<file path="config.mk">
export PLATFORM = sky130hd
export DESIGN_NAME = bmpd_result_stage
export DESIGN_NICKNAME = d
export VERILOG_FILES = /design/src/hdl/bmpd_pkg.sv /design/src/hdl/bmpd_result_stage.sv
export VERILOG_INCLUDE_DIRS = /design/src /design/src/hdl
export SDC_FILE = /design/constraint.sdc
export NUM_CORES = 1
export LEC_CHECK = 0
export BUFFER_PORTS_ARGS = -buffer_cell sky130_fd_sc_hd__buf_4
export CORE_ASPECT_RATIO = 1.5
export CORE_MARGIN = 1
export CORE_UTILIZATION = 48
export DETAILED_ROUTE_END_ITERATION = 8
export PLACE_DENSITY = 0.85
export SETUP_SLACK_MARGIN = 0.1
export SYNTH_ARGS = -nofsm -noshare
export SYNTH_HDL_FRONTEND = slang
export SYNTH_SLANG_ARGS = --single-unit
</file>
<file path="constraint.sdc">
create_clock -name clk -period 3.38 [get_ports clk]
set_input_delay 0.169 -clock clk [delete_from_list [all_inputs] [get_ports clk]]
set_output_delay 0.169 -clock clk [all_outputs]
set_load 0.01 [all_outputs]
</file>
<file path="src/hdl/bmp_rle_pixel_decoder_assert.svh">
// ============================================================================
// bmp_rle_pixel_decoder_assert.svh
// Assertion macros shared by the decoder modules. The enclosing module must
// provide clk and rst_n.
// ============================================================================
`ifndef BMP_RLE_PIXEL_DECODER_ASSERT_SVH
`define BMP_RLE_PIXEL_DECODER_ASSERT_SVH

// Same-cycle implication, checked out of reset
`define BMPD_ASSERT_IMPLY(lbl, ante, cons) \
    lbl: assert property (@(posedge clk) disable iff (!rst_n) (ante) |-> (cons)) \
        else $error("bmpd: same-cycle check failed");

// Next-cycle implication, checked out of reset
`define BMPD_ASSERT_NEXT(lbl, ante, cons) \
    lbl: assert property (@(posedge clk) disable iff (!rst_n) (ante) |=> (cons)) \
        else $error("bmpd: next-cycle check failed");

`endif

</file>
<file path="src/hdl/bmpd_pkg.sv">
`timescale 1ns / 1ps
// ============================================================================
// bmpd_pkg
// Types and constants shared by the bitmap RLE pixel decoder modules.
// ============================================================================
package bmpd_pkg;

    // Palette store geometry
    localparam int unsigned PALETTE_DEPTH = 256;
    localparam int unsigned PAL_AW        = $clog2(PALETTE_DEPTH);

    // Image limits
    localparam int unsigned MAX_DIMENSION = 8192;
    localparam logic [14:0] CURSOR_MAX    = 15'h7FFF;

    // Opaque black and alpha for palette colors
    localparam logic [31:0] OPAQUE        = 32'hFF00_0000;

    // Input operations
    localparam logic OP_PALETTE = 1'b0;
    localparam logic OP_STREAM  = 1'b1;

    // Escape codes after a zero first byte
    localparam logic [7:0] ESC_EOL   = 8'h00;
    localparam logic [7:0] ESC_EOB   = 8'h01;
    localparam logic [7:0] ESC_DELTA = 8'h02;

    // Result kinds
    typedef enum logic [1:0] {
        KIND_SPAN = 2'd0,
        KIND_DONE = 2'd1,
        KIND_BAD  = 2'd2
    } kind_t;

    // Parser phases
    typedef enum logic [2:0] {
        PH_FIRST   = 3'd0,
        PH_SECOND  = 3'd1,
        PH_DX      = 3'd2,
        PH_DY      = 3'd3,
        PH_LITERAL = 3'd4,
        PH_PAD     = 3'd5
    } phase_t;

    // Configuration register indexes
    typedef enum logic [2:0] {
        REG_RLE4_MODE     = 3'd0,
        REG_IMAGE_WIDTH   = 3'd1,
        REG_IMAGE_HEIGHT  = 3'd2,
        REG_TOP_DOWN      = 3'd3,
        REG_PALETTE_COUNT = 3'd4
    } reg_idx_t;

    // Work handed from the parser to the result stage
    typedef struct packed {
        logic        span_v;
        logic        status_v;
        kind_t       status_kind;
        logic [12:0] row;
        logic [12:0] column;
        logic [7:0]  count;
        logic [7:0]  idx_even;
        logic [7:0]  idx_odd;
    } item_t;

endpackage

</file>
<file path="src/hdl/bmpd_result_stage.sv">
`timescale 1ns / 1ps
// ============================================================================
// bmpd_result_stage
// Holds one parsed word while its palette reads land, forms the ARGB colors
// and feeds up to two results through the output register.
// ============================================================================
`include "bmp_rle_pixel_decoder_assert.svh"

module bmpd_result_stage
(
    input  logic            clk,
    input  logic            rst_n,
    input  logic            load,
    input  bmpd_pkg::item_t item,
    input  logic [23:0]     rdata_even,
    input  logic [23:0]     rdata_odd,
    input  logic [8:0]      palette_count,
    input  logic            out_ready,
    output logic            free,
    output logic            out_valid,
    output logic [1:0]      kind,
    output logic [12:0]     row,
    output logic [12:0]     column,
    output logic [7:0]      pixel_count,
    output logic [31:0]     color_even,
    output logic [31:0]     color_odd,
    output logic            last_of_item
);

    logic            s1_valid_reg, s1_valid_next;
    bmpd_pkg::item_t s1_item_reg, s1_item_next;

    logic            out_valid_reg, out_valid_next;
    bmpd_pkg::kind_t out_kind_reg, out_kind_next;
    logic [12:0]     out_row_reg, out_row_next;
    logic [12:0]     out_col_reg, out_col_next;
    logic [7:0]      out_count_reg, out_count_next;
    logic [31:0]     out_ce_reg, out_ce_next;
    logic [31:0]     out_co_reg, out_co_next;
    logic            out_last_reg, out_last_next;

    logic            out_load;
    logic            s1_done;
    logic [31:0]     ce;
    logic [31:0]     co;

    // Palette lookup: entries past the count read as opaque black
    assign ce = ({1'b0, s1_item_reg.idx_even} < palette_count)
                ? (bmpd_pkg::OPAQUE | {8'd0, rdata_even}) : bmpd_pkg::OPAQUE;
    assign co = ({1'b0, s1_item_reg.idx_odd} < palette_count)
                ? (bmpd_pkg::OPAQUE | {8'd0, rdata_odd}) : bmpd_pkg::OPAQUE;

    // Advance when the output register is empty or being taken
    assign out_load = s1_valid_reg && (!out_valid_reg || out_ready);
    assign s1_done  = out_load && !(s1_item_reg.span_v && s1_item_reg.status_v);
    assign free     = !s1_valid_reg || s1_done;

    always_comb
    begin
        out_valid_next = out_valid_reg && !out_ready;
        out_kind_next  = out_kind_reg;
        out_row_next   = out_row_reg;
        out_col_next   = out_col_reg;
        out_count_next = out_count_reg;
        out_ce_next    = out_ce_reg;
        out_co_next    = out_co_reg;
        out_last_next  = out_last_reg;
        s1_item_next   = s1_item_reg;
        s1_valid_next  = s1_valid_reg;

        if (out_load)
        begin
            out_valid_next = 1'b1;
            if (s1_item_reg.span_v)
            begin
                out_kind_next       = bmpd_pkg::KIND_SPAN;
                out_row_next        = s1_item_reg.row;
                out_col_next        = s1_item_reg.column;
                out_count_next      = s1_item_reg.count;
                out_ce_next         = ce;
                out_co_next         = co;
                out_last_next       = !s1_item_reg.status_v;
                s1_item_next.span_v = 1'b0;
            end
            else
            begin
                out_kind_next  = s1_item_reg.status_kind;
                out_row_next   = '0;
                out_col_next   = '0;
                out_count_next = '0;
                out_ce_next    = '0;
                out_co_next    = '0;
                out_last_next  = 1'b1;
            end
        end

        // Take a new word or retire the finished one
        if (load)
        begin
            s1_item_next  = item;
            s1_valid_next = 1'b1;
        end
        else if (s1_done)
        begin
            s1_valid_next = 1'b0;
        end
    end

    // Control registers
    always_ff @(posedge clk or negedge rst_n)
    begin
        if (!rst_n)
        begin
            s1_valid_reg  <= 1'b0;
            out_valid_reg <= 1'b0;
        end
        else
        begin
            s1_valid_reg  <= s1_valid_next;
            out_valid_reg <= out_valid_next;
        end
    end

    // Payload registers
    always_ff @(posedge clk)
    begin
        s1_item_reg   <= s1_item_next;
        out_kind_reg  <= out_kind_next;
        out_row_reg   <= out_row_next;
        out_col_reg   <= out_col_next;
        out_count_reg <= out_count_next;
        out_ce_reg    <= out_ce_next;
        out_co_reg    <= out_co_next;
        out_last_reg  <= out_last_next;
    end

    assign out_valid    = out_valid_reg;
    assign kind         = out_kind_reg;
    assign row          = out_row_reg;
    assign column       = out_col_reg;
    assign pixel_count  = out_count_reg;
    assign color_even   = out_ce_reg;
    assign color_odd    = out_co_reg;
    assign last_of_item = out_last_reg;

    `BMPD_ASSERT_IMPLY(a_load_when_free, load, free)
    `BMPD_ASSERT_NEXT(a_split_keeps_status, out_load && s1_item_reg.span_v && s1_item_reg.status_v, s1_valid_reg && s1_item_reg.status_v && !s1_item_reg.span_v)
    `BMPD_ASSERT_IMPLY(a_span_not_empty, out_valid_reg && (out_kind_reg == bmpd_pkg::KIND_SPAN), out_count_reg != 8'd0)

endmodule

</file>
==> reports/qor.txt <==
CLOCK NETWORK
--------------------------------------------------------------------------------------------------
TritonCTS clock tree                                                                          done
Number of buffers on the longest clock path                                                      2
Number of clock sinks                                                                          142
Clk_lat worst skew                                                                          400 ps
Clock transition time at the flip-flop clock pins of the worst setup and hold paths          60 ps
CTS H-tree depth                                                                                 4
TritonCTS Buffers                                                                               17
Gates resized, CTS repair                                                                        0
CTS Root Buffer Type                                                                     clkbuf_16
Number of hold-repair buffers added at the cts stage                                            54
# Post-CTS Setup Buffers                                                                         0

SYNTH
--------------------------------------------------------------------------------------------------
Post-synthesis instance area                                                           0.00535 mm2
Syn_nets                                                                                       430
Top cell type's share of synthesized area                                                    0.786
Library cells used by synthesis                                                                 19
Post-synthesis sequential element count                                                        142
Cell types with the largest area share after synthesis                                edfxtp_1 79%, and2_1 9.8%, ha_1 3.3%, buf_4 2.1%, dfrtp_1 0.94%
Gate count after technology mapping                                                            301
Yosys Warn Count                                                                                 0
Fraction of the yosys area taken by sequential cells                                         0.796
Mean Syn Cell Area                                                                        17.8 um2
Cell type with the highest aggregate area in the netlist                                  edfxtp_1

LAYOUT
--------------------------------------------------------------------------------------------------
Area growth, synth to finish                                                                 53.0%
# nets final                                                                                   700
Count of filler cells inserted in the layout                                                   648
Number of flip-flops under the largest register name                                            54
Layout cell share with drive strength beyond 1                                               0.433
Area of all placed cells without fillers                                               0.00818 mm2

FLOORPLANNING
--------------------------------------------------------------------------------------------------
Effective utilization at floorplan                                                           0.500
Die footprint                                                                           0.0116 mm2
Cell row count                                                                                  46
Number of top-level pins                                                                       218
Core area                                                                               0.0107 mm2
Vertical extent of the die                                                                  131 um
Die width                                                                                  88.2 um

TIMING
--------------------------------------------------------------------------------------------------
Achievable clock frequency                                                                 407 MHz
Final Cycle Share                                                                            0.726
Slew at the pin closest to its max-slew limit                                              1230 ps
Clock tree skew after final layout                                                         9.20 ps
Total negative slack                                                                          0 ps
Final count of hold timing violations                                                            0
Worst hold-check slack                                                                     45.0 ps
Final Max Slew Viols                                                                             0
Finish-stage setup viols                                                                         0
Worst max-slew margin expressed relative to the limit                                        0.181
Post-route worst setup slack                                                                925 ps
Setup repair after global routing missed its margin                                          false
Post-route minimum period                                                                  2450 ps

DRT
--------------------------------------------------------------------------------------------------
Pre-antenna DRT Iters                                                                            4
DRT antenna net count                                                                            0
Ratio of routed vias to standard cells                                                        4.68
Total via count in the routed design                                                          3420
Iteration-0 DRC count of the detailed router                                                   120
Final wirelength                                                                          12100 um
Remaining DRCs                                                                                   0
Wirelength per Cell                                                                        16.6 um

GLOBAL ROUTING
--------------------------------------------------------------------------------------------------
Vias in the first global route                                                                3551
Total global routing track utilization                                                       0.218
Antenna violations before repair                                                                 1
Wire length of the first global-routing pass                                              18100 um
Largest net degree at the start of global routing                                               57
GRT overflow                                                                                     0

WORST SETUP PATH
--------------------------------------------------------------------------------------------------
Setup Crit Path Kind                                                                  register to register
Required @ worst endpoint                                                                  3640 ps
Number of cell instances on the worst register-to-register path                                  5
Kind of capture point of the worst setup path                                             register
Crit-path max FO                                                                                24
CP Data Arrival Time                                                                       2710 ps
Setup crit start kind                                                                     register

WORST HOLD PATH
--------------------------------------------------------------------------------------------------
Number of instances on the worst hold path                                                       2
Worst hold path type                                                                  input pin to register

PLACEMENT
--------------------------------------------------------------------------------------------------
Post-Place Worst Slack                                                                      891 ps
Instance area at placement                                                             0.00703 mm2
Routability congestion estimate                                                              0.795
Total half-perimeter wirelength after legalization and detailed placement                  8050 um
Buffers on Ports                                                                               217

PWR
--------------------------------------------------------------------------------------------------
Total power draw                                                                           4.66 mW
Worst-case vdd ir drop                                                                    0.424 mV
Static leakage power                                                                       3.46 nW
P per Cell Area                                                                         570 mW/mm2

OUTCOME
--------------------------------------------------------------------------------------------------
Status                                                                                finished, final reports clean

RUN
--------------------------------------------------------------------------------------------------
Max Cap Violations                                                                               0

-- layout make-up --
cell class                      instances  area, um2  share of cell area
Multi-Input combinational cell        127        915               0.112
Tap cell                              144        180              0.0220
Inverter                                9       33.8             0.00413
Sequential cell                       142       4250               0.520
Clock buffer                           22        464              0.0567
Antenna cell                            2       5.00            0.000612
Timing Repair Buffer                  274       2190               0.268
Clock inverter                         10        140              0.0171
-- metal layers --
layer  vias up  part of all wire  global-route usage
li1       1614                 -                   -
met1      1619              0.34               0.215
met2       168              0.56               0.398
met3        19             0.073              0.0647
met4         0             0.025               0.107
met5         -                 0                   0
-- placed cells by master (no fill, tap or decap), types with 3 or more instances in the layout --
cell	count
dlygate4sd3_1	54
nand2_1	3
edfxtp_1	140
buf_4	220
and2_1	83
clkinvlp_4	3
clkbuf_16	17
clkbuf_1	3
nand2b_1	7
bufinv_16	3
ha_1	14
inv_1	9
a21oi_1	4
-- cells by family (layout without fill, tap and decap cells) --
| logic type | count (synthesis) | after routing | synth area share |
|---|---|---|---|
| flip-flops | 142 | 142 | 0.796 |
| AND/OR/NAND/NOR | 101 | 101 | 0.119 |
| buffers and inverters | 32 | 315 | 0.0339 |
| adder cells (fa/ha/maj) | 14 | 14 | 0.0328 |
| AO/OA/AOI/OAI | 12 | 12 | 0.0192 |
| other | 0 | 2 | 0 |
-- path summary, 6_finish.rpt --
check                                               to  slack [ps]                startpoint
setup / recovery            color_odd[4]$_SDFFCE_PN0P_         930  s1_item_reg[6]$_DFFE_PP_
min in group asynchronous          out_valid$_DFF_PN0_         110                     rst_n
setup reg to reg            color_odd[4]$_SDFFCE_PN0P_         930  s1_item_reg[6]$_DFFE_PP_
hold / removal             color_odd[18]$_SDFFCE_PN0P_          40             rdata_odd[18]
hold reg to reg                    out_valid$_DFF_PN0_         490  s1_valid_reg$_DFFE_PN0P_
max in group asynchronous     s1_valid_reg$_DFFE_PN0P_        3180                     rst_n
-- stage by stage --
step | cells | util
2_1_floorplan | 301 | -
3_3_place_gp | 642 | 0.657
3_5_place_dp | 642 | 0.657
4_1_cts | 728 | 0.764
5_1_grt | 729 | 0.764
6_report | 730 | 0.764
-- report_power, final --
| part | leakage (nW) | switching (mW) | internal, mW |
|---|---|---|---|
| clock network | 0.286 | 0.673 | 1.20 |
| logic | 1.76 | 0.272 | 0.330 |
| registers | 1.41 | 0.0527 | 2.14 |
| total | 3.46 | 0.998 | 3.67 |
-- cell usage after synthesis --
cell type / n
dfrtp_1: 2
clkbuf_1: 4
inv_1: 9
o221ai_1: 2
buf_2: 4
buf_4: 15
and2_1: 84
and4b_1: 2
a21oi_1: 4
nor3b_1: 2
nand2b_1: 7
nand2_1: 3
a211oi_1: 2
a41o_1: 2
edfxtp_1: 140
or2_2: 1
a311oi_2: 2
nor2b_1: 2
ha_1: 14
-- worst max-delay path: stages (launching register included) --
cell      delay (ps)
edfxtp_1         380
ha_1             300
and4b_1          210
nor3b_1          150
a311oi_2        1020
and2_1           250
Note: power is estimated with default switching activity, not from simulation.
