$ cat config.mk
export PLATFORM = sky130hd
export DESIGN_NAME = bmpd_parser
export DESIGN_NICKNAME = d
export VERILOG_FILES = /design/src/hdl/bmpd_pkg.sv /design/src/hdl/bmpd_parser.sv
export VERILOG_INCLUDE_DIRS = /design/src /design/src/hdl
export SDC_FILE = /design/constraint.sdc
export NUM_CORES = 1
export LEC_CHECK = 0
export BUFFER_PORTS_ARGS = -buffer_cell sky130_fd_sc_hd__buf_2
export CORE_UTILIZATION = 40
export DETAILED_ROUTE_END_ITERATION = 10
export SYNTH_ARGS = -nofsm -noshare
export SYNTH_HDL_FRONTEND = slang
export SYNTH_SLANG_ARGS = --single-unit
$ cat constraint.sdc
create_clock -name clk -period 3 [get_ports clk]
set_input_delay 0.3 -clock clk [delete_from_list [all_inputs] [get_ports clk]]
set_output_delay 0.3 -clock clk [all_outputs]
set_load 0.005 [all_outputs]
$ cat src/hdl/bmp_rle_pixel_decoder_assert.svh
// ============================================================================
// bmp_rle_pixel_decoder_assert.svh
// Assertion macros shared by the decoder modules. The enclosing module must
// provide clk and rst_n.
// ============================================================================
`ifndef BMP_RLE_PIXEL_DECODER_ASSERT_SVH
`define BMP_RLE_PIXEL_DECODER_ASSERT_SVH

// Same-cycle implication, checked out of reset
`define BMPD_ASSERT_IMPLY(lbl, ante, cons) \
    lbl: assert property (@(posedge clk) disable iff (!rst_n) (ante) |-> (cons)) \
        else $error("bmpd: same-cycle check failed");

// Next-cycle implication, checked out of reset
`define BMPD_ASSERT_NEXT(lbl, ante, cons) \
    lbl: assert property (@(posedge clk) disable iff (!rst_n) (ante) |=> (cons)) \
        else $error("bmpd: next-cycle check failed");

`endif

$ cat src/hdl/bmpd_pkg.sv
`timescale 1ns / 1ps
// ============================================================================
// bmpd_pkg
// Types and constants shared by the bitmap RLE pixel decoder modules.
// ============================================================================
package bmpd_pkg;

    // Palette store geometry
    localparam int unsigned PALETTE_DEPTH = 256;
    localparam int unsigned PAL_AW        = $clog2(PALETTE_DEPTH);

    // Image limits
    localparam int unsigned MAX_DIMENSION = 8192;
    localparam logic [14:0] CURSOR_MAX    = 15'h7FFF;

    // Opaque black and alpha for palette colors
    localparam logic [31:0] OPAQUE        = 32'hFF00_0000;

    // Input operations
    localparam logic OP_PALETTE = 1'b0;
    localparam logic OP_STREAM  = 1'b1;

    // Escape codes after a zero first byte
    localparam logic [7:0] ESC_EOL   = 8'h00;
    localparam logic [7:0] ESC_EOB   = 8'h01;
    localparam logic [7:0] ESC_DELTA = 8'h02;

    // Result kinds
    typedef enum logic [1:0] {
        KIND_SPAN = 2'd0,
        KIND_DONE = 2'd1,
        KIND_BAD  = 2'd2
    } kind_t;

    // Parser phases
    typedef enum logic [2:0] {
        PH_FIRST   = 3'd0,
        PH_SECOND  = 3'd1,
        PH_DX      = 3'd2,
        PH_DY      = 3'd3,
        PH_LITERAL = 3'd4,
        PH_PAD     = 3'd5
    } phase_t;

    // Configuration register indexes
    typedef enum logic [2:0] {
        REG_RLE4_MODE     = 3'd0,
        REG_IMAGE_WIDTH   = 3'd1,
        REG_IMAGE_HEIGHT  = 3'd2,
        REG_TOP_DOWN      = 3'd3,
        REG_PALETTE_COUNT = 3'd4
    } reg_idx_t;

    // Work handed from the parser to the result stage
    typedef struct packed {
        logic        span_v;
        logic        status_v;
        kind_t       status_kind;
        logic [12:0] row;
        logic [12:0] column;
        logic [7:0]  count;
        logic [7:0]  idx_even;
        logic [7:0]  idx_odd;
    } item_t;

endpackage

$ cat src/hdl/bmpd_parser.sv
`timescale 1ns / 1ps
// ============================================================================
// bmpd_parser
// Stream parser: walks the RLE byte pairs, keeps the cursor and builds the
// span and status work for each accepted word.
// ============================================================================
`include "bmp_rle_pixel_decoder_assert.svh"

module bmpd_parser
(
    input  logic                clk,
    input  logic                rst_n,
    input  logic                accept,
    input  logic                operation,
    input  logic [7:0]          data_byte,
    input  logic                last_byte,
    input  logic                rle4_mode,
    input  logic [13:0]         image_width,
    input  logic [13:0]         image_height,
    input  logic                top_down,
    output bmpd_pkg::item_t     item,
    output logic                item_v
);

    bmpd_pkg::phase_t phase_reg, phase_next, phase_step;
    logic [7:0]  held_reg, held_next;
    logic [14:0] cur_x_reg, cur_x_next;
    logic [14:0] cur_y_reg, cur_y_next;
    logic [7:0]  lit_left_reg, lit_left_next;
    logic        pad_reg, pad_next;
    logic        fin_reg, fin_next;

    logic        stream_acc;
    logic [7:0]  lit_p;
    logic [7:0]  lit_rem;
    logic [7:0]  span_cnt;
    logic [15:0] x_sum;
    logic [14:0] x_adv;
    logic [7:0]  y_step;
    logic [15:0] y_sum;
    logic [14:0] y_adv;
    logic        in_view;
    logic [13:0] room;
    logic [7:0]  clip;
    logic [13:0] row_flip;
    logic [8:0]  lit_bytes;
    logic        pad_calc;
    logic        span_take;
    logic        eob_hit;
    logic        end_status;
    logic        bad_end;

    assign stream_acc = accept && (operation == bmpd_pkg::OP_STREAM);

    // Span length: encoded count or literal pixels of this byte
    assign lit_p    = (rle4_mode && (lit_left_reg >= 8'd2)) ? 8'd2 : 8'd1;
    assign lit_rem  = lit_left_reg - lit_p;
    assign span_cnt = (phase_reg == bmpd_pkg::PH_LITERAL) ? lit_p : held_reg;

    // Saturating cursor advance
    assign x_sum  = {1'b0, cur_x_reg} + {8'd0, span_cnt};
    assign x_adv  = x_sum[15] ? bmpd_pkg::CURSOR_MAX : x_sum[14:0];
    assign y_step = (phase_reg == bmpd_pkg::PH_DY) ? data_byte : 8'd1;
    assign y_sum  = {1'b0, cur_y_reg} + {8'd0, y_step};
    assign y_adv  = y_sum[15] ? bmpd_pkg::CURSOR_MAX : y_sum[14:0];

    // Clip to the image
    assign in_view  = (cur_y_reg < {1'b0, image_height}) &&
                      (cur_x_reg < {1'b0, image_width});
    assign room     = image_width - cur_x_reg[13:0];
    assign clip     = ({6'd0, span_cnt} < room) ? span_cnt : room[7:0];
    assign row_flip = image_height - 14'd1 - cur_y_reg[13:0];

    // Absolute run padding: odd byte count takes a pad byte
    assign lit_bytes = rle4_mode ? (({1'b0, data_byte} + 9'd1) >> 1) : {1'b0, data_byte};
    assign pad_calc  = lit_bytes[0];

    // Next state
    always_comb
    begin
        phase_step    = phase_reg;
        phase_next    = phase_reg;
        held_next     = held_reg;
        cur_x_next    = cur_x_reg;
        cur_y_next    = cur_y_reg;
        lit_left_next = lit_left_reg;
        pad_next      = pad_reg;
        fin_next      = fin_reg;
        if (stream_acc)
        begin
            if (!fin_reg)
            begin
                case (phase_reg)
                    bmpd_pkg::PH_FIRST:
                    begin
                        held_next  = data_byte;
                        phase_step = bmpd_pkg::PH_SECOND;
                    end
                    bmpd_pkg::PH_SECOND:
                    begin
                        phase_step = bmpd_pkg::PH_FIRST;
                        if (held_reg != 8'd0)
                        begin
                            cur_x_next = x_adv;
                        end
                        else if (data_byte == bmpd_pkg::ESC_EOL)
                        begin
                            cur_x_next = '0;
                            cur_y_next = y_adv;
                        end
                        else if (data_byte == bmpd_pkg::ESC_EOB)
                        begin
                            fin_next = 1'b1;
                        end
                        else if (data_byte == bmpd_pkg::ESC_DELTA)
                        begin
                            phase_step = bmpd_pkg::PH_DX;
                        end
                        else
                        begin
                            lit_left_next = data_byte;
                            pad_next      = pad_calc;
                            phase_step    = bmpd_pkg::PH_LITERAL;
                        end
                    end
                    bmpd_pkg::PH_DX:
                    begin
                        held_next  = data_byte;
                        phase_step = bmpd_pkg::PH_DY;
                    end
                    bmpd_pkg::PH_DY:
                    begin
                        cur_x_next = x_adv;
                        cur_y_next = y_adv;
                        phase_step = bmpd_pkg::PH_FIRST;
                    end
                    bmpd_pkg::PH_LITERAL:
                    begin
                        cur_x_next    = x_adv;
                        lit_left_next = lit_rem;
                        if (lit_rem == 8'd0)
                        begin
                            phase_step = pad_reg ? bmpd_pkg::PH_PAD : bmpd_pkg::PH_FIRST;
                            pad_next   = 1'b0;
                        end
                    end
                    default:
                    begin
                        phase_step = bmpd_pkg::PH_FIRST;
                    end
                endcase
                phase_next = phase_step;
            end
            // Stream end: drop back to the reset state
            if (last_byte)
            begin
                phase_next    = bmpd_pkg::PH_FIRST;
                held_next     = '0;
                cur_x_next    = '0;
                cur_y_next    = '0;
                lit_left_next = '0;
                pad_next      = 1'b0;
                fin_next      = 1'b0;
            end
        end
    end

    // Outputs: span and status work for this word
    always_comb
    begin
        span_take  = stream_acc && !fin_reg &&
                     (((phase_reg == bmpd_pkg::PH_SECOND) && (held_reg != 8'd0)) ||
                      (phase_reg == bmpd_pkg::PH_LITERAL));
        eob_hit    = stream_acc && !fin_reg && (phase_reg == bmpd_pkg::PH_SECOND) &&
                     (held_reg == 8'd0) && (data_byte == bmpd_pkg::ESC_EOB);
        end_status = stream_acc && !fin_reg && last_byte && !eob_hit;
        bad_end    = (phase_step == bmpd_pkg::PH_DX) || (phase_step == bmpd_pkg::PH_DY) ||
                     (phase_step == bmpd_pkg::PH_LITERAL);

        item             = '0;
        item.span_v      = span_take && in_view;
        item.status_v    = eob_hit || end_status;
        item.status_kind = (end_status && bad_end) ? bmpd_pkg::KIND_BAD
                                                   : bmpd_pkg::KIND_DONE;
        item.row         = top_down ? cur_y_reg[12:0] : row_flip[12:0];
        item.column      = cur_x_reg[12:0];
        item.count       = clip;
        item.idx_even    = rle4_mode ? {4'd0, data_byte[7:4]} : data_byte;
        item.idx_odd     = rle4_mode ? {4'd0, data_byte[3:0]} : data_byte;
        item_v           = item.span_v || item.status_v;
    end

    // State registers
    always_ff @(posedge clk or negedge rst_n)
    begin
        if (!rst_n)
        begin
            phase_reg    <= bmpd_pkg::PH_FIRST;
            held_reg     <= '0;
            cur_x_reg    <= '0;
            cur_y_reg    <= '0;
            lit_left_reg <= '0;
            pad_reg      <= 1'b0;
            fin_reg      <= 1'b0;
        end
        else
        begin
            phase_reg    <= phase_next;
            held_reg     <= held_next;
            cur_x_reg    <= cur_x_next;
            cur_y_reg    <= cur_y_next;
            lit_left_reg <= lit_left_next;
            pad_reg      <= pad_next;
            fin_reg      <= fin_next;
        end
    end

    `BMPD_ASSERT_IMPLY(a_literal_nonempty, phase_reg == bmpd_pkg::PH_LITERAL, lit_left_reg != 8'd0)
    `BMPD_ASSERT_IMPLY(a_finished_at_first, fin_reg, phase_reg == bmpd_pkg::PH_FIRST)

endmodule

==> impl_metrics.csv <==
group,metric,value,unit
finish,layout_commonest_cell,"buf_4",
drt,first_pass_iters,5,
power,p_comb_share,48.9,%
clocking,clk-insertion-delay-late,290,ps
drt,drtIter0Drc,278,
finish,layout-drive-gt1-share,31.24,%
floorplan,rows,45,
clocking,numCtsBuffers,5,
clocking,cts-root-buf,"clkbuf_16",
timing,report.final.setup_viol,10,
placed_design,portBuffers,97,
power,p_int,1.754,mW
global_routing,grt.total_usage,22.12,%
floorplan,die_w,126.9,µm
floorplan,die_area,16110,µm²
drt,drc_errors,0,
drt,wl,18310,µm
worst_hold_path,hold_class,"in2async",
power,leakage,3.966,nW
finish,fin_area,8092,µm²
global_routing,grt_max_degree,31,
run_status,violations,"setup timing",
finish,final_cell_mix,"buf_4, buf_2, inv_1, ha_1, nand2_1",
timing,worst_pin_slew,976.9,ps
clocking,clock_sinks,51,
synth,synth_edf_count,0,
drt,wl_per_cell,15.81,µm
power,max-vdd-ir-drop,200.3,µV
timing,max_slew_margin,34.64,%
synth,netlist_area,6241,µm²
timing,maxSlewViolCount,0,
drt,vias,6334,
finish,layout.nets,1097,
placed_design,gp_congestion,0.8750,
clocking,clock_path_buffers,2,
power,clockPowerShare,22.4,%
timing,fmax,264.8,MHz
worst_setup_path,critPathArrivalTime,3480,ps
synth,ys_seq_elements,51,
power,seqPwrFrac,28.7,%
synth,synth_nets,938,
worst_setup_path,path_class,"reg2out",
timing,layout_setup_ws,-776.1,ps
power,p_sw_share,36.83,%
clocking,cts_tree,"yes",
global_routing,grt_pass1_vias,5777,
power,powerDensity,343.1,nW/µm²
drt,detail-route-antenna-nets,0,
floorplan,pin_count,98,
timing,hold_viol,0,
placed_design,pre_cts_ws,-491.7,ps
synth,synthDistinctLibCells,68,
clocking,cts_hold_buf,0,
synth,synthCells,810,
flow_run,maxCapViolations,0,
global_routing,grt_pass1_wl,28760,µm
synth,synthArstFlopShare,100.0,%
floorplan,initial_core_util,41.05,%
drt,viasPerCell,5.470,
finish,num_antenna_cells,0,
timing,fin_skew,5.721,ps
synth,synth_area_per_cell,7.705,µm²
clocking,h-tree-depth,2,
synth,synthFlopType,"dfrtp_1",
placed_design,placed_area,7506,µm²
power,p_sw,1.023,mW
run_status,status,"finished with violations",
clocking,path_clk_slew,70,ps
placed_design,hpwl,14100,µm
worst_setup_path,cp_data_required_time,2700,ps
synth,ys_warn_count,0,
timing,rsz0062_at_grt,"true",
synth,seq_area_frac_synth,20.45,%
worst_setup_path,endpoint_kind,"output port",
global_routing,antenna_found_initial,0,
worst_setup_path,cp_max_fo,8,
timing,final.period_utilization,125.9,%
worst_setup_path,ff2ff_setup_slack,60,ps
finish,fin_util,53.23,%
floorplan,die_h,126.9,µm
worst_setup_path,cp-start-kind,"flop",
floorplan,core_area,15200,µm²
global_routing,gr-total-overflow,0,
power,total_power,2.776,mW
finish,area_growth,29.65,%
timing,fin_setup_tns,-6966,ps
timing,period_needed,3776,ps
## critical path, cell delays in order, from the launching register on
cell	delay (ps)
dfrtp_1	410
ha_4	180
fa_2	360
nand2b_4	160
a21oi_4	130
a21oi_2	70
xor2_1	220
ha_1	290
a211oi_2	280
o2111ai_2	150
a31oi_2	240
nor3_2	70
o2111a_2	180
buf_12	150
mux2i_4	170
buf_2	130
## worst paths after layout
path	from	cells past startpoint	endpoint
min reg2reg	lit_left_reg[0]	2	lit_left_reg[0]
min	rst_n	1	cur_x_reg[2]
max	cur_x_reg[0]	15	item[22]
max reg2reg	lit_left_reg[2]	16	cur_x_reg[12]
max in group asynchronous	rst_n	2	cur_y_reg[1]
min in group clk	data_byte[5]	2	held_reg[5]
## timing repair
| action | CTS | global route |
|---|---|---|
| gates resized for setup | 24 | 64 |
| setup buffers | 6 | 8 |
| setup endpoints to repair | 18 | 42 |
| pin swaps | 13 | 52 |
| cloned | 0 | 1 |
## metal layers
| layer | GRT usage [%] | part of all wire [%] |
|---|---|---|
| met4 | 4.762 | 0.94 |
| met3 | 2.024 | 3.3 |
| met1 | 31.23 | 48 |
| met2 | 36.55 | 48 |
| met5 | 0 | 0 |
## through the flow
step / hold slack, ps / instances
floorplan: 4.409 / 810
global placement: 341.9 / 1139
detailed placement: 352.5 / 1139
CTS: 34.75 / 1152
global route: 74.13 / 1158
finish: 18.26 / 1158
## synthesized netlist by cell type, drive strengths merged, types with 7 or more instances
master | n | area (µm²)
dfrtp | 51 | 1276
nor3 | 19 | 95.09
nor2b | 18 | 112.6
and3 | 11 | 68.82
o31ai | 8 | 60.06
nand3 | 9 | 45.04
xor2 | 14 | 122.6
ha | 80 | 1001
clkbuf | 21 | 78.83
xnor2 | 12 | 105.1
buf | 29 | 195.2
o22ai | 11 | 68.82
a31oi | 14 | 87.58
a21o | 15 | 112.6
nand2 | 64 | 240.2
a211oi | 8 | 60.06
nor2 | 60 | 225.2
a21oi | 61 | 309.1
a22o | 17 | 148.9
nand2b | 15 | 93.84
mux2i | 12 | 120.1
inv | 78 | 292.8
o21a | 11 | 82.58
o21ai | 62 | 310.3
and2 | 9 | 56.30
nand4 | 8 | 50.05
o21bai | 7 | 52.55
## cell families after synthesis
logic type | synth area share (%)
multiplexers | 2.827
adder cells (fa/ha/maj) | 17.64
AO/OA/AOI/OAI | 26.48
XOR/XNOR | 3.649
flip-flops | 20.45
AND/OR/NAND/NOR | 19.87
buffers and inverters | 9.082
## cell type report
cell class,count,area [µm²]
Fill cell,1496,7111
Timing Repair Buffer,202,1305
Clock buffer,7,152.6
Clock inverter,1,7.507
Sequential cell,51,1280
Inverter,78,292.8
Tap cell,188,235.2
Multi-Input combinational cell,631,4818
## power groups by stage
stage / clock network (mW) / logic, mW / registers [mW]
3_3_place_gp: 0 / 1.21 / 0.806
3_5_place_dp: 0 / 1.22 / 0.810
4_1_cts: 0.641 / 1.27 / 0.796
5_1_grt: 0.660 / 1.51 / 0.805
2_1_floorplan: 0 / 0.747 / 0.802
6_report: 0.621 / 1.36 / 0.797
No activity file was read; power rests on OpenSTA's default activity.
